[config.mk]
export PLATFORM = sky130hd
export DESIGN_NAME = multi_queue_dispatcher
export DESIGN_NICKNAME = d
export VERILOG_FILES = /design/src/hw/rtl/mqd_pkg.sv /design/src/hw/rtl/mqd_ram.sv /design/src/hw/rtl/mqd_out_reg.sv /design/src/hw/rtl/multi_queue_dispatcher.sv
export SDC_FILE = /design/constraint.sdc
export NUM_CORES = 1
export LEC_CHECK = 0
export BUFFER_PORTS_ARGS = -buffer_cell sky130_fd_sc_hd__buf_2
export CAP_MARGIN = 20
export CORE_MARGIN = 4
export CORE_UTILIZATION = 63
export DETAILED_ROUTE_END_ITERATION = 6
export GPL_ROUTABILITY_DRIVEN = 0
export PLACE_DENSITY = 0.8
export SLEW_MARGIN = 10
export SYNTH_ARGS = -nofsm -noshare
export SYNTH_HDL_FRONTEND = slang
export SYNTH_SLANG_ARGS = --single-unit
[constraint.sdc]
create_clock -name clk -period 5.3 [get_ports clk]
set_clock_uncertainty 0.15 [all_clocks]
set_input_delay 0.53 -clock clk [delete_from_list [all_inputs] [get_ports clk]]
set_output_delay 0.53 -clock clk [all_outputs]
set_load 0.02 [all_outputs]
[src/hw/rtl/mqd_pkg.sv]
`default_nettype none

package mqd_pkg;

  localparam int QUEUES     = 8;
  localparam int QIDX_BITS  = 3;
  localparam int QCNT_BITS  = 4;
  localparam int TAG_BITS   = 16;
  localparam int TDATA_BITS = 32;

  localparam logic OP_ARRIVE = 1'b0;
  localparam logic OP_TICK   = 1'b1;

  typedef enum logic [1:0] {
    EV_PLACED  = 2'd0,
    EV_SERVED  = 2'd1,
    EV_DROPPED = 2'd2,
    EV_IDLE    = 2'd3
  } event_t;

  typedef struct packed {
    event_t                 ev;
    logic [QIDX_BITS-1:0]   qidx;
    logic [TAG_BITS-1:0]    tag;
    logic                   opened;
    logic                   closed;
    logic                   all_empty;
    logic [QCNT_BITS-1:0]   in_use;
    logic                   last;
  } result_t;

endpackage

`default_nettype wire

[src/hw/rtl/mqd_ram.sv]
`default_nettype none

module mqd_ram #(
  parameter int WORDS = 8,
  parameter int WIDTH = 8,
  localparam int AW = (WORDS > 1) ? $clog2(WORDS) : 1
) (
  input  wire logic             clk,
  input  wire logic             we,
  input  wire logic [AW-1:0]    waddr,
  input  wire logic [WIDTH-1:0] wdata,
  input  wire logic             re,
  input  wire logic [AW-1:0]    raddr,
  output logic      [WIDTH-1:0] rdata
);

  logic [WIDTH-1:0] mem [WORDS];

  // one write port, one registered read port; a read of the entry being
  // written returns the old word
  always_ff @(posedge clk) begin
    if (we) begin
      mem[waddr] <= wdata;
    end
    if (re) begin
      rdata <= mem[raddr];
    end
  end

endmodule

`default_nettype wire

[src/hw/rtl/mqd_out_reg.sv]
`default_nettype none

module mqd_out_reg (
  input  wire logic                            clk,
  input  wire logic                            rst,
  input  wire logic                            load,
  input  wire mqd_pkg::result_t                res,
  output logic                                 free,
  output logic                                 m_axis_tvalid,
  input  wire logic                            m_axis_tready,
  // queue_index, served_tag, opened, closed, all_empty, queues_in_use, zero pad
  output logic [mqd_pkg::TDATA_BITS-1:0]       m_axis_tdata,
  // event_res
  output logic [1:0]                           m_axis_tuser,
  output logic                                 m_axis_tlast
);

  localparam int FIELD_BITS = mqd_pkg::QIDX_BITS + mqd_pkg::TAG_BITS + 3
                              + mqd_pkg::QCNT_BITS;

  mqd_pkg::result_t res_r;

  assign free = !m_axis_tvalid || m_axis_tready;

  always_ff @(posedge clk) begin
    if (rst) begin
      m_axis_tvalid <= 1'b0;
    end else if (load) begin
      m_axis_tvalid <= 1'b1;
    end else if (m_axis_tready) begin
      m_axis_tvalid <= 1'b0;
    end
    if (load) begin
      res_r <= res;
    end
  end

  assign m_axis_tdata = {{(mqd_pkg::TDATA_BITS - FIELD_BITS){1'b0}},
                         res_r.in_use, res_r.all_empty, res_r.closed,
                         res_r.opened, res_r.tag, res_r.qidx};
  assign m_axis_tuser = res_r.ev;
  assign m_axis_tlast = res_r.last;

endmodule

`default_nettype wire

[src/hw/rtl/multi_queue_dispatcher.sv]
`default_nettype none

// Channel   Dir  Beat contents
// s_axis    in   tuser[0] operation, tdata[15:0] customer_tag
// m_axis    out  tuser[1:0] event_res, tdata queue fields, tlast on final beat
//
// Arrival: accept with queue state read, then tag write and result.
// Dropped arrival and idle tick: accept, then result. Tick: for each queue served,
// a queue state RAM read followed by a tag RAM read, then its result beat.
// Reset clears the created count and the per-queue busy/full flags at once; the
// RAMs need no clearing pass, a queue's state word is written on its first placement.
// A result waiting on m_axis does not stop the next beat being accepted; the FSM
// stalls only when it must load a result into an occupied output register.
module multi_queue_dispatcher #(
  parameter int DEPTH = 7
) (
  input  wire logic                          clk,
  input  wire logic                          rst,
  input  wire logic                          s_axis_tvalid,
  output logic                               s_axis_tready,
  // customer_tag
  input  wire logic [15:0]                   s_axis_tdata,
  // operation
  input  wire logic [0:0]                    s_axis_tuser,
  output logic                               m_axis_tvalid,
  input  wire logic                          m_axis_tready,
  // queue_index[2:0], served_tag[18:3], opened[19], closed[20], all_empty[21],
  // queues_in_use[25:22], zero[31:26]
  output logic [mqd_pkg::TDATA_BITS-1:0]     m_axis_tdata,
  // event_res
  output logic [1:0]                         m_axis_tuser,
  output logic                               m_axis_tlast
);

  localparam int QUEUES = mqd_pkg::QUEUES;
  localparam int QW     = mqd_pkg::QIDX_BITS;
  localparam int CW     = mqd_pkg::QCNT_BITS;
  localparam int TW     = mqd_pkg::TAG_BITS;
  localparam int HW     = (DEPTH > 1) ? $clog2(DEPTH) : 1;
  localparam int FW     = $clog2(DEPTH + 1);
  localparam int SW     = HW + FW;
  localparam int SUMW   = ((HW > FW) ? HW : FW) + 1;
  localparam int TAW    = $clog2(QUEUES * DEPTH);

  localparam logic [HW-1:0]     HEAD_LAST = HW'(DEPTH - 1);
  localparam logic [FW-1:0]     DEPTH_F   = FW'(DEPTH);
  localparam logic [FW-1:0]     FILL_ONE  = FW'(1);
  localparam logic [SUMW-1:0]   DEPTH_S   = SUMW'(DEPTH);
  localparam logic [TAW-1:0]    DEPTH_A   = TAW'(DEPTH);
  localparam logic [CW-1:0]     QUEUES_C  = CW'(QUEUES);
  localparam logic [QUEUES-1:0] ONE_Q     = QUEUES'(1);

  typedef enum logic [2:0] {
    S_IDLE,
    S_AWR,
    S_EMIT,
    S_TADR,
    S_TOUT
  } state_t;

  function automatic logic [QW-1:0] first_set(input logic [QUEUES-1:0] v);
    logic [QW-1:0] idx;
    idx = '0;
    for (int i = QUEUES - 1; i >= 0; i--) begin
      if (v[i]) begin
        idx = QW'(i);
      end
    end
    return idx;
  endfunction

  state_t                state;
  logic [QW-1:0]         cur_q;
  logic [TW-1:0]         cur_tag;
  logic                  new_q;
  logic [QUEUES-1:0]     pending;
  mqd_pkg::event_t       ev_hold;
  logic                  t_closed;
  logic                  t_last;
  logic [CW-1:0]         created_count;
  logic [QUEUES-1:0]     nonempty;
  logic [QUEUES-1:0]     full;

  logic [QUEUES-1:0]     created_mask;
  logic [QUEUES-1:0]     avail;
  logic [QUEUES-1:0]     empt;
  logic                  accept;
  logic                  out_free;
  logic                  out_load;
  mqd_pkg::result_t      res;
  logic                  any_busy;

  logic                  sr_re;
  logic [QW-1:0]         sr_raddr;
  logic                  sr_we;
  logic [SW-1:0]         sr_wdata;
  logic [SW-1:0]         sr_rdata;
  logic [HW-1:0]         sr_head;
  logic [FW-1:0]         sr_fill;
  logic [HW-1:0]         head_eff;
  logic [FW-1:0]         fill_eff;
  logic [FW-1:0]         fill_inc;
  logic [SUMW-1:0]       pos_sum;
  logic [HW-1:0]         tail_pos;
  logic [HW-1:0]         head_adv;
  logic [TAW-1:0]        q_base;

  logic                  tr_we;
  logic [TAW-1:0]        tr_waddr;
  logic                  tr_re;
  logic [TAW-1:0]        tr_raddr;
  logic [TW-1:0]         tr_rdata;

  always_comb begin
    for (int q = 0; q < QUEUES; q++) begin
      created_mask[q] = (CW'(q) < created_count);
    end
  end

  assign avail    = nonempty & ~full;
  assign empt     = created_mask & ~nonempty;
  assign any_busy = |nonempty;

  assign s_axis_tready = (state == S_IDLE);
  assign accept        = s_axis_tvalid && s_axis_tready;

  // queue state word: head pointer above fill count
  assign sr_head  = sr_rdata[SW-1:FW];
  assign sr_fill  = sr_rdata[FW-1:0];
  assign head_eff = new_q ? '0 : sr_head;
  assign fill_eff = new_q ? '0 : sr_fill;
  assign fill_inc = fill_eff + FILL_ONE;
  assign pos_sum  = SUMW'(head_eff) + SUMW'(fill_eff);
  assign tail_pos = (pos_sum >= DEPTH_S) ? HW'(pos_sum - DEPTH_S) : HW'(pos_sum);
  assign head_adv = (sr_head == HEAD_LAST) ? '0 : sr_head + HW'(1);
  assign q_base   = TAW'(cur_q) * DEPTH_A;

  // RAM ports and result assembly
  always_comb begin
    sr_re    = 1'b0;
    sr_raddr = first_set(nonempty);
    sr_we    = 1'b0;
    sr_wdata = {head_eff, fill_inc};
    tr_we    = 1'b0;
    tr_waddr = q_base + TAW'(tail_pos);
    tr_re    = 1'b0;
    tr_raddr = q_base + TAW'(sr_head);
    out_load = 1'b0;
    res      = '{ev: mqd_pkg::EV_PLACED, qidx: cur_q, tag: cur_tag, opened: 1'b0,
                 closed: 1'b0, all_empty: 1'b0, in_use: created_count, last: 1'b1};
    unique case (state)
      S_IDLE: begin
        if (accept) begin
          sr_re = 1'b1;
          if (s_axis_tuser[0] == mqd_pkg::OP_ARRIVE) begin
            sr_raddr = (|avail) ? first_set(avail) : first_set(empt);
          end
        end
      end
      S_AWR: begin
        if (out_free) begin
          sr_we      = 1'b1;
          tr_we      = 1'b1;
          out_load   = 1'b1;
          res.opened = (fill_eff == '0);
        end
      end
      S_EMIT: begin
        if (out_free) begin
          out_load      = 1'b1;
          res.ev        = ev_hold;
          res.qidx      = '0;
          res.tag       = (ev_hold == mqd_pkg::EV_DROPPED) ? cur_tag : '0;
          res.all_empty = (created_count != '0) && !any_busy;
        end
      end
      S_TADR: begin
        sr_we    = 1'b1;
        sr_wdata = {head_adv, sr_fill - FILL_ONE};
        tr_re    = 1'b1;
      end
      S_TOUT: begin
        if (out_free) begin
          out_load      = 1'b1;
          res.ev        = mqd_pkg::EV_SERVED;
          res.tag       = tr_rdata;
          res.closed    = t_closed;
          res.all_empty = (created_count != '0) && !any_busy;
          res.last      = t_last;
          if (!t_last) begin
            sr_re    = 1'b1;
            sr_raddr = first_set(pending);
          end
        end
      end
      default: begin
      end
    endcase
  end

  always_ff @(posedge clk) begin
    if (rst) begin
      state         <= S_IDLE;
      created_count <= '0;
      nonempty      <= '0;
      full          <= '0;
      pending       <= '0;
      new_q         <= 1'b0;
      t_last        <= 1'b0;
    end else begin
      unique case (state)
        S_IDLE: begin
          if (accept) begin
            cur_tag <= s_axis_tdata[TW-1:0];
            if (s_axis_tuser[0] == mqd_pkg::OP_ARRIVE) begin
              if (|avail) begin
                cur_q <= first_set(avail);
                new_q <= 1'b0;
                state <= S_AWR;
              end else if (|empt) begin
                cur_q <= first_set(empt);
                new_q <= 1'b0;
                state <= S_AWR;
              end else if (created_count < QUEUES_C) begin
                // open a fresh queue; its state word is written on placement
                cur_q         <= QW'(created_count);
                new_q         <= 1'b1;
                created_count <= created_count + CW'(1);
                state         <= S_AWR;
              end else begin
                ev_hold <= mqd_pkg::EV_DROPPED;
                state   <= S_EMIT;
              end
            end else if (any_busy) begin
              cur_q   <= first_set(nonempty);
              pending <= nonempty & ~(ONE_Q << first_set(nonempty));
              state   <= S_TADR;
            end else begin
              ev_hold <= mqd_pkg::EV_IDLE;
              state   <= S_EMIT;
            end
          end
        end
        S_AWR: begin
          if (out_free) begin
            nonempty[cur_q] <= 1'b1;
            full[cur_q]     <= (fill_inc == DEPTH_F);
            state           <= S_IDLE;
          end
        end
        S_EMIT: begin
          if (out_free) begin
            state <= S_IDLE;
          end
        end
        S_TADR: begin
          // pop the head: flags follow the new fill count
          nonempty[cur_q] <= (sr_fill != FILL_ONE);
          full[cur_q]     <= 1'b0;
          t_closed        <= (sr_fill == FILL_ONE);
          t_last          <= (pending == '0);
          state           <= S_TOUT;
        end
        S_TOUT: begin
          if (out_free) begin
            if (t_last) begin
              state <= S_IDLE;
            end else begin
              cur_q   <= first_set(pending);
              pending <= pending & ~(ONE_Q << first_set(pending));
              state   <= S_TADR;
            end
          end
        end
        default: begin
          state <= S_IDLE;
        end
      endcase
    end
  end

  mqd_ram #(
    .WORDS (QUEUES),
    .WIDTH (SW)
  ) u_state_ram (
    .clk   (clk),
    .we    (sr_we),
    .waddr (cur_q),
    .wdata (sr_wdata),
    .re    (sr_re),
    .raddr (sr_raddr),
    .rdata (sr_rdata)
  );

  mqd_ram #(
    .WORDS (QUEUES * DEPTH),
    .WIDTH (TW)
  ) u_tag_ram (
    .clk   (clk),
    .we    (tr_we),
    .waddr (tr_waddr),
    .wdata (cur_tag),
    .re    (tr_re),
    .raddr (tr_raddr),
    .rdata (tr_rdata)
  );

  mqd_out_reg u_out_reg (
    .clk           (clk),
    .rst           (rst),
    .load          (out_load),
    .res           (res),
    .free          (out_free),
    .m_axis_tvalid (m_axis_tvalid),
    .m_axis_tready (m_axis_tready),
    .m_axis_tdata  (m_axis_tdata),
    .m_axis_tuser  (m_axis_tuser),
    .m_axis_tlast  (m_axis_tlast)
  );

`ifndef SYNTH
  a_full_implies_busy: assert property (@(posedge clk) disable iff (rst)
    (full & ~nonempty) == '0)
    else $error("queue flagged full while empty");

  a_busy_only_created: assert property (@(posedge clk) disable iff (rst)
    (nonempty & ~created_mask) == '0)
    else $error("uncreated queue holds tags");

  a_count_bounded: assert property (@(posedge clk) disable iff (rst)
    created_count <= QUEUES_C)
    else $error("created count past queue limit");

  a_drop_when_all_created: assert property (@(posedge clk) disable iff (rst)
    m_axis_tvalid && (m_axis_tuser == mqd_pkg::EV_DROPPED) |-> created_count == QUEUES_C)
    else $error("drop reported with a queue still free to create");
`endif

endmodule

`default_nettype wire
After elaboration in Yosys (flattened, before gate mapping)
Memories as Yosys holds them, arrays and structs flattened. A register that Yosys moved wholly into a read port is not among the register bits. Cells that the tools add are included.

Word-level logic and storage cells: 227. Memory bits (writable): 944. Output and inout bits: 37. Flip-flop bits (word level): 85. Input bits: 21. Memories kept: 2.

Shift-type cells: 2. Bitwise operators: 15. Reductions and logical operators: 30. Add/sub/neg operators: 8. Muxes and demuxes: 115. $lt $le $gt $ge: 12. $mul: 1. Eq/ne operators: 22.

Memories: u_tag_ram.mem (depth 56, width 16, read ports 1, clocked after Yosys merged registers in 1, wr ports 1, RTL line mqd_ram.sv:17) `logic [WIDTH-1:0] mem [WORDS];`; u_state_ram.mem (depth 8, width 6, read ports 1, clocked after Yosys merged registers in 1, wr ports 1, RTL line mqd_ram.sv:17).

Operators with widths (number): $mux 3 (60); $mux 8 (7); $pmux 8 s2 (3); $and 8x8->8 (5); $not 8->8 (5); $mux 16 (2); $pmux 16 s2 (1); $reduce_or 8->1 (3); $mux 1 (21); $mux 21 (1); $mux 2 (9); $bwmux 8 (2); $lt 3x4->1 const A (4); $shl 1x3->8 const A (2); $ne 2x2->1 const B (7); $reduce_and 7->1 (2); $add 6x3->6 (2); $pmux 3 s2 (2); $pmux 3 s4 (1); $reduce_and 6->1 (2); $eq 3x3->1 const B (3); $logic_not 8->1 (1); $lt 1x4->1 const A (2); $lt 2x4->1 const A (2); 35 further kinds (56).

Longest topological paths before layout
Gate-level depths: netlist of the first run.

Depth in word-level cells: 20. Depth in mapped cells: 17. Mapped depth without buffers: 17.

Cells and area by module
Synthesis of the first run repeated with hierarchy kept, for this count alone.

Cells, all modules: 2140. Area, all modules: 41956.5 sq um.

Modules (own cells, without submodules): mqd_ram (u_tag_ram) (cells each 1536, seq. area each 27386.3 sq um, times used 1, area each 34918.5 sq um); multi_queue_dispatcher (cells each 476, seq. area each 1291.2 sq um, times used 1, area each 3990.1 sq um); mqd_ram (u_state_ram) (cells each 88, seq. area each 1621.6 sq um, times used 1, area each 2082.0 sq um); mqd_out_reg (cells each 40, seq. area each 890.9 sq um, times used 1, area each 965.9 sq um).

Least setup slack after synthesis of the first run
No wires, ideal clock.

Path type: reg2reg. From: reg u_state_ram.rdata[0] (read register of u_state_ram.mem). To: mem u_tag_ram.mem[27][0] in the netlist's numbering, enable pin. Library setup time: 0.389 ns. Arrival time: 3.975 ns. Buffers on the path: 0. Clock period less this slack: 4.513 ns. Required time: 4.761 ns. Slack: 0.787 ns. Stages on the path, launching flop included: 17. Path through: edfxtp_1 -> inv_1 -> nor2_1 -> ha_1 -> ha_1 -> a31oi_1 -> xor2_1 -> inv_1 -> a21oi_1 -> mux2_2 -> ha_1 -> a21o_1 -> a21oi_1 -> nor3_1 -> xnor2_1 -> nand3_1 -> nor2_1.

Longest elaborated chain between the ends: 5. Elaborated cells on any way between the ends: 6. Those cells by class: 3 x add/sub; 1 x order compare; 2 x mux.

RTL lines: from (decl) (RTL line mqd_ram.sv:14) `output logic [WIDTH-1:0] rdata`; $mux 3 (*) (RTL line multi_queue_dispatcher.sv:131) `assign fill_eff = new_q ? '0 : sr_fill;`; $add 3x3->4 (*) (RTL line multi_queue_dispatcher.sv:133) `assign pos_sum = SUMW'(head_eff) + SUMW'(fill_eff);`; $ge 4x3->1 / $sub 3x3->3 (equally long branches) (RTL line multi_queue_dispatcher.sv:134) `assign tail_pos = (pos_sum >= DEPTH_S) ? HW'(pos_sum - DEPTH_S) : HW'(pos_sum);`; $mux 3 (*) (RTL line multi_queue_dispatcher.sv:134); $add 6x3->6 (*) (RTL line multi_queue_dispatcher.sv:145) `tr_waddr = q_base + TAW'(tail_pos);`; to (decl) (RTL line mqd_ram.sv:17).

Mark *: on every way between the ends. The rest lies on a longest branch, timed or not.

Final worst setup path of the first run
From: reg u_state_ram.rdata[0] (read register of u_state_ram.mem). To: mem u_tag_ram.mem[23][0] in the netlist's numbering, enable pin.

Same word-level chain as after synthesis.

==> run_results.csv, run 1 <==
group,metric,value,unit
outcome,status,"completed",
setup_path,timing.critical_path.mode_cell,"sky130_fd_sc_hd__nor2_1",
setup_path,critical-path-slowest-cell,"sky130_fd_sc_hd__edfxtp_1",
place,hpwl,62700,microns
detailed_routing,drc_errors,0,
logic_synthesis,synth_sequential_area_ratio,73.5,%
timing,count_of_pins_over_their_slew_limit,0,
cts,cts_inserted_buffers,99,
timing,hold_violations,0,
setup_path,worst_path_cell_chain,"inv_1 -> nor2_1 -> ha_1 -> ha_1 -> a31oi_1 -> xor2_1 -> inv_1 -> a21oi_1 -> mux2_2 -> fa_1 -> a21oi_1 -> nor2_1 -> xnor2_2 -> nor2b_1 -> nand2_1 -> nor2_1 -> buf_4",
global_route,grt_antenna_before_repair,5,
detailed_routing,final_antenna_net_count,0,
logic_synthesis,netlist-cell-type-count,78,
worst_hold_path,hold-path-cell-count,1,
power_and_ir_drop,sequentialPowerShare,44.2,%
cts,cts_root_buffer,"sky130_fd_sc_hd__clkbuf_16",
global_route,grt_pass1_vias,22400,
logic_synthesis,synth_top_area_cell,"sky130_fd_sc_hd__edfxtp_1",
setup_path,worstSetupPathType,"reg -> reg",
detailed_routing,postRouteWirelength,107000,microns
global_route,grt_pass1_wl,157000,microns
power_and_ir_drop,p_clk_share,33.6,%
power_and_ir_drop,netSwitchingFraction,27.6,%
cts,cts.htree.levels,3,
setup_path,critical_path.max_stage_delay,500,ps
timing,setup_viol_count_final,0,
power_and_ir_drop,cellInternalPower,0.0153,W
logic_synthesis,synthArstFlopShare,0,%
run,drv_cap,0,
floorplanning,fp-row-count,94,
finish,drive_above_1_share,27.5,%
power_and_ir_drop,pwr_density_cell,444,nW/um^2
detailed_routing,route.vias.total,22800,
floorplanning,die_height,267,microns
detailed_routing,drt-initial-drc-count,3540,
logic_synthesis,yosysMostFrequentCell,"sky130_fd_sc_hd__edfxtp_1",
timing,max_freq,0.202,GHz
logic_synthesis,synthesis.area,42400,sq um
logic_synthesis,synth_common_cells,"sky130_fd_sc_hd__edfxtp_1 (1016), sky130_fd_sc_hd__mux4_2 (288), sky130_fd_sc_hd__nor2_1 (120)",
power_and_ir_drop,static-leakage-power,15.6,nW
global_route,grt_start_max_net_pins,69,
setup_path,worst-endpoint-arrival,5140,ps
finish,antenna_cells_inserted,0,
setup_path,worst_path_depth,17,
cts,clk_pin_slew_worst_paths,70,ps
floorplanning,core_region_area,66200,sq um
logic_synthesis,ys.warnings.count,0,
place,portBuffers,51,
timing,period_minus_slack,4950,ps
setup_path,reg2reg_depth,17,
cts,cts_setup_buffers,0,
power_and_ir_drop,pwr-share-comb,22.2,%
worst_hold_path,hold_path_class,"in -> reg",
logic_synthesis,post_synthesis_cells,2103,
finish,postLayoutCoreUtil,72.1,%
logic_synthesis,yosys_most_used_dff,"sky130_fd_sc_hd__edfxtp_1",
floorplanning,pin_count,58,
floorplanning,start_util,64.0,%
floorplanning,design.die.area,71500,sq um
power_and_ir_drop,netSwitchingPower,0.00585,W
detailed_routing,detailedRoute.firstPassIterationCount,6,
setup_path,crit_family,"simple AND/OR/NAND/NOR gates",
logic_synthesis,ys_ff_latch,1050,
cts,tritoncts_clock_tree,"yes",
finish,area_delta_synth_final,12.6,%
cts,worst_skew_pair.late_latency,660,ps
setup_path,worstSetupStartpointType,"flip-flop",
timing,worst_slew_pin_slew,1110,ps
finish,fin_nets,2328,
detailed_routing,detail_route.wl_per_cell,33.1,microns
detailed_routing,routed_via_density,7.06,
floorplanning,die_width,267,microns
cts,buffer_depth_of_the_longest_clock_path,3,
timing,max_slew_margin,26.0,%
logic_synthesis,syn_area_per_cell,20.2,sq um
timing,fin_crit_sh,93.5,%
cts,clock-sinks,1050,
global_route,grt.overflow.total,0,
power_and_ir_drop,vdd_ir_drop_max,355,uV
setup_path,critical_path_required,5490,ps
logic_synthesis,number_of_synthesized_flops_with_an_enable_pin,1016,
global_route,groute.usage.overall,30.4,%
setup_path,critPathMaxFanout,16,
logic_synthesis,yosys.area.top_type_share,71.9,%
timing,setup-tns-final,0,ps
logic_synthesis,ys_top_cells_by_area,"sky130_fd_sc_hd__edfxtp_1 (72%), sky130_fd_sc_hd__mux4_2 (15%), sky130_fd_sc_hd__dfxtp_1 (1.6%), sky130_fd_sc_hd__nor2_1 (1.1%), sky130_fd_sc_hd__ha_1 (0.65%)",
setup_path,timing.critical_path.to_type,"flip-flop",
setup_path,worstPathBufferInverterCount,3,
timing,grt_setup_unrepaired,"false",
==> path summary, 6_finish.rpt <==
path / start / to / slack, ps
max: u_state_ram.rdata[0] / u_tag_ram.mem[23][0] / 350
max reg2reg: u_state_ram.rdata[0] / u_tag_ram.mem[23][0] / 350
min: s_axis_tuser / ev_hold[0] / 100
min reg2reg: full[1] / full[1] / 350
==> power groups by stage <==
stage          clock (W)  sequential [W]  combinational (W)
3_3_place_gp           0         0.00954            0.00443
2_1_floorplan          0         0.00958            0.00292
3_5_place_dp           0         0.00954            0.00453
6_report         0.00711         0.00937            0.00471
5_1_grt          0.00754         0.00937            0.00488
4_1_cts          0.00715         0.00937            0.00461
==> layout make-up <==
type,instances,area (sq um)
Clock buffer,120,2600
Clock inverter,66,622
Fill cell,3693,18500
Inverter,60,225
Multi-Input combinational cell,884,10600
Sequential cell,1050,31200
Tap cell,864,1080
Timing Repair Buffer,185,1460
==> repair_timing <==
action                                 in CTS  in global routing
endpoints found under the hold margin      16                  0
hold buffers                               16                  0
resized for setup                           0                  7
setup endpoints to repair                   0                374
==> per-stage QoR <==
stage	setup slack (ps)	total power (W)	instances	cell area, sq um	hold WS (ps)
2_1_floorplan	787	0.0125	2108	42400	256
3_3_place_gp	497	0.0140	3021	44200	326
3_5_place_dp	338	0.0141	3023	44200	340
4_1_cts	122	0.0211	3225	47600	59.0
5_1_grt	8.99	0.0218	3229	47700	85.0
6_report	346	0.0212	3229	47700	96.6
==> layer usage <==
| metal | vias to the layer above | global-route usage, % | wire length (microns) |
|---|---|---|---|
| li1 | 9048 | - | - |
| met2 | 1727 | 47.4 | 50800 |
| met4 | 10 | 10.6 | 4280 |
| met1 | 11700 | 43.9 | 39000 |
| met3 | 278 | 7.04 | 12900 |
| met5 | - | 0 | 69 |
==> placed cells by master (no fill, tap or decap), types with 7 or more instances in the layout <==
cell type,count
sky130_fd_sc_hd__edfxtp_1,1016
sky130_fd_sc_hd__mux4_2,288
sky130_fd_sc_hd__nor2_1,118
sky130_fd_sc_hd__buf_4,104
sky130_fd_sc_hd__clkbuf_16,101
sky130_fd_sc_hd__inv_1,59
sky130_fd_sc_hd__nand2_1,58
sky130_fd_sc_hd__buf_2,52
sky130_fd_sc_hd__a21oi_1,36
sky130_fd_sc_hd__dfxtp_1,34
sky130_fd_sc_hd__clkinv_1,28
sky130_fd_sc_hd__nor2b_1,24
sky130_fd_sc_hd__o21ai_0,24
sky130_fd_sc_hd__ha_1,21
sky130_fd_sc_hd__nor3_1,20
sky130_fd_sc_hd__clkinv_2,20
sky130_fd_sc_hd__nand3_1,19
sky130_fd_sc_hd__clkbuf_1,19
sky130_fd_sc_hd__mux2i_1,18
sky130_fd_sc_hd__a22o_1,18
sky130_fd_sc_hd__mux2_2,17
sky130_fd_sc_hd__dlygate4sd3_1,16
sky130_fd_sc_hd__a221oi_1,14
sky130_fd_sc_hd__o2bb2ai_1,13
sky130_fd_sc_hd__and4_1,12
sky130_fd_sc_hd__a2111oi_0,12
sky130_fd_sc_hd__nand4_1,11
sky130_fd_sc_hd__o311ai_1,11
sky130_fd_sc_hd__bufinv_16,11
sky130_fd_sc_hd__buf_12,9
sky130_fd_sc_hd__xor2_1,8
sky130_fd_sc_hd__a211oi_1,8
sky130_fd_sc_hd__a31oi_1,7
sky130_fd_sc_hd__and2_1,7
==> kinds of logic (layout without fill, tap and decap cells) <==
kind of cell,Yosys count,in the layout,synth area share [%]
compound gates,198,198,3.53
xor+xnor,20,20,0.431
fa+ha+maj,27,27,0.885
buf+inv,174,431,1.84
flops,1050,1050,73.5
mux,323,323,16.2
other cells,1,6,0.00884
simple gates,310,310,3.59
==> registers in the layout, indices dropped and copies added, names as in the netlist <==
name and count:
created_count 4, cur_q 3, cur_tag 16, ev_hold 1, full 8, new_q 1, nonempty 8, pending 8
state 3, t_closed 1, t_last 1, u_out_reg.m_axis_tdata 26, u_out_reg.m_axis_tlast 1, u_out_reg.m_axis_tuser 2, u_out_reg.m_axis_tvalid 1, u_state_ram.mem 48
u_state_ram.rdata 6, u_tag_ram.mem 896, u_tag_ram.rdata 16
==> worst register-to-register path, cell delays in order (launching register included) <==
cell	delay, ps
sky130_fd_sc_hd__edfxtp_1	500
sky130_fd_sc_hd__inv_1	130
sky130_fd_sc_hd__nor2_1	60
sky130_fd_sc_hd__ha_1	230
sky130_fd_sc_hd__ha_1	200
sky130_fd_sc_hd__a31oi_1	180
sky130_fd_sc_hd__xor2_1	240
sky130_fd_sc_hd__inv_1	60
sky130_fd_sc_hd__a21oi_1	260
sky130_fd_sc_hd__mux2_2	410
sky130_fd_sc_hd__fa_1	470
sky130_fd_sc_hd__a21oi_1	190
sky130_fd_sc_hd__nor2_1	90
sky130_fd_sc_hd__xnor2_2	330
sky130_fd_sc_hd__nor2b_1	250
sky130_fd_sc_hd__nand2_1	330
sky130_fd_sc_hd__nor2_1	250
sky130_fd_sc_hd__buf_4	290
No activity file was read; power rests on OpenSTA's default activity.
==> run 2, diff against run 1 <==
Settings changed: CORE_UTILIZATION 63 to 65, CTS_BUF_LIST from default to sky130_fd_sc_hd__clkbuf_4, PLACE_DENSITY 0.8 to 0.82.
==> run_results.csv, run 2 (synthesis gave the netlist of run 1 again) <==
group,metric,value,unit
finish,layout_common_cells,"sky130_fd_sc_hd__edfxtp_1 (1016), sky130_fd_sc_hd__clkbuf_4 (351), sky130_fd_sc_hd__mux4_2 (288), sky130_fd_sc_hd__nor2_1 (118), sky130_fd_sc_hd__buf_4 (110)",
detailed_routing,drt-initial-drc-count,3439,
timing,setup_viol_count_final,0,
cts,cts.htree.levels,4,
cts,post_cts_resized,0,
timing,grt_setup_unrepaired,"false",
global_route,grt_pass1_vias,23400,
cts,cts_inserted_buffers,240,
place,detailedPlace.worstSlack,507,ps
floorplanning,die_width,263,microns
detailed_routing,detail_route.wl_per_cell,29.0,microns
finish,multi_input_area,10500,sq um
detailed_routing,drc_errors,0,
setup_path,worst-endpoint-arrival,5450,ps
floorplanning,core_region_area,64500,sq um
cts,cts_hold_buf,39,
cts,clk_pin_slew_worst_paths,70,ps
cts,cts_setup_buffers,0,
finish,final.fill_count,3621,
setup_path,critPathMaxFanout,15,
setup_path,worstSetupStartpointType,"flip-flop",
global_route,grt_antenna_before_repair,5,
finish,drive_above_1_share,33.2,%
cts,clock-sinks,1050,
global_route,grt.overflow.total,0,
finish,number_of_flip_flops_in_the_largest_register,896,
cts,cts_root_buffer,"sky130_fd_sc_hd__clkbuf_4",
timing,count_of_pins_over_their_slew_limit,0,
detailed_routing,detailedRoute.firstPassIterationCount,7,
detailed_routing,route.vias.total,23400,
cts,worst_skew_pair.late_latency,1090,ps
floorplanning,pin_count,58,
timing,setup-tns-final,0,ps
finish,fin_nets,2493,
global_route,groute.usage.overall,29.7,%
cts,tritoncts_clock_tree,"yes",
floorplanning,fp-row-count,93,
place,portBuffers,51,
place,hpwl,63700,microns
finish,registers.top_by_ff_count,"u_tag_ram.mem",
timing,hold_ws,229,ps
global_route,grt_start_max_net_pins,66,
power_and_ir_drop,vdd_ir_drop_max,241,uV
timing,hold_violations,0,
finish,area_delta_synth_final,12.3,%
floorplanning,die_height,263,microns
timing,period_minus_slack,4840,ps
run,drv_cap,0,
detailed_routing,final_antenna_net_count,0,
outcome,status,"completed",
power_and_ir_drop,static-leakage-power,15.8,nW
power_and_ir_drop,pwr_density_cell,422,nW/um^2
timing,max_freq,0.207,GHz
floorplanning,design.die.area,69400,sq um
setup_path,critical_path_required,5910,ps
timing,setup_ws,465,ps
floorplanning,start_util,65.8,%
cts,buffer_depth_of_the_longest_clock_path,3,
global_route,grt_pass1_wl,152000,microns
timing,max_slew_margin,23.5,%
timing,worst_slew_pin_slew,1150,ps
detailed_routing,postRouteWirelength,101000,microns
setup_path,rrSetupSlack,460,ps
detailed_routing,routed_via_density,6.71,
setup_path,worstSetupPathType,"reg -> reg",
finish,final_common_cell,"sky130_fd_sc_hd__edfxtp_1",
setup_path,timing.critical_path.to_type,"flip-flop",
finish,ff_latch_area,31200,sq um
timing,fin_crit_sh,91.2,%
worst_hold_path,hold_path_class,"in -> reg",
==> run 2: cell types whose count changed in the layout (fill, tap and decap cells not counted), moves of 12 or more <==
cell,delta
sky130_fd_sc_hd__dlygate4sd3_1,+23
sky130_fd_sc_hd__clkinv_2,-12
sky130_fd_sc_hd__clkbuf_1,-19
sky130_fd_sc_hd__clkbuf_16,-100
sky130_fd_sc_hd__clkbuf_4,+350
sky130_fd_sc_hd__clkinv_1,+29
==> run 2: worst paths after layout <==
path                        startpoint              endpoint  cells after the start
hold / removal            s_axis_tuser            ev_hold[0]                      2
hold reg to reg             pending[1]            pending[1]                      2
setup / recovery  u_state_ram.rdata[0]  u_tag_ram.mem[31][8]                     17
setup reg to reg  u_state_ram.rdata[0]  u_tag_ram.mem[31][8]                     17
==> run 2: critical path, stage by stage, from the launching register on <==
cell and delay, ps:
sky130_fd_sc_hd__edfxtp_1 490, sky130_fd_sc_hd__inv_1 130, sky130_fd_sc_hd__nor2_1 50, sky130_fd_sc_hd__ha_1 220, sky130_fd_sc_hd__ha_1 190, sky130_fd_sc_hd__a31oi_1 180, sky130_fd_sc_hd__xor2_1 250, sky130_fd_sc_hd__inv_1 60
sky130_fd_sc_hd__a21oi_1 250, sky130_fd_sc_hd__mux2_2 400, sky130_fd_sc_hd__ha_1 290, sky130_fd_sc_hd__a21o_1 160, sky130_fd_sc_hd__a21oi_1 260, sky130_fd_sc_hd__nor3_1 130, sky130_fd_sc_hd__xnor2_1 310, sky130_fd_sc_hd__nand3_1 420
sky130_fd_sc_hd__nor2_1 330, sky130_fd_sc_hd__buf_4 290
==> run 2: cell type report <==
cell class                 count  area share [%]
sequential                  1050            65.5
clock buffer                 349            5.50
timing repair buffer         209            3.42
antenna                        2          0.0105
tap                          855            2.25
clock inverter                76           0.796
multi-input combinational    884            22.1
inverter                      60           0.473
==> run 2: through the flow <==
stage / instance area [sq um] / total power [W] / util, % / std cells
2_1_floorplan: 42400 / 0.0125 / - / 2108
3_3_place_gp: 44200 / 0.0140 / 68.6 / 3016
3_5_place_dp: 44200 / 0.0141 / 68.6 / 3016
4_1_cts: 47600 / 0.0202 / 73.8 / 3480
5_1_grt: 47600 / 0.0209 / 73.9 / 3484
6_report: 47600 / 0.0201 / 73.9 / 3485
==> run 2: metal layers <==
metal	wire length, microns	track usage (%)
met1	37000	43.8
met2	48800	45.3
met3	12900	7.37
met4	2430	8.87
met5	13	0
==> run 2: report_power, final <==
part / total, W / internal, W / switching, W
clock: 0.00611 / 0.00308 / 0.00304
sequential: 0.00936 / 0.00929 / 0.0000684
combinational: 0.00462 / 0.00201 / 0.00261
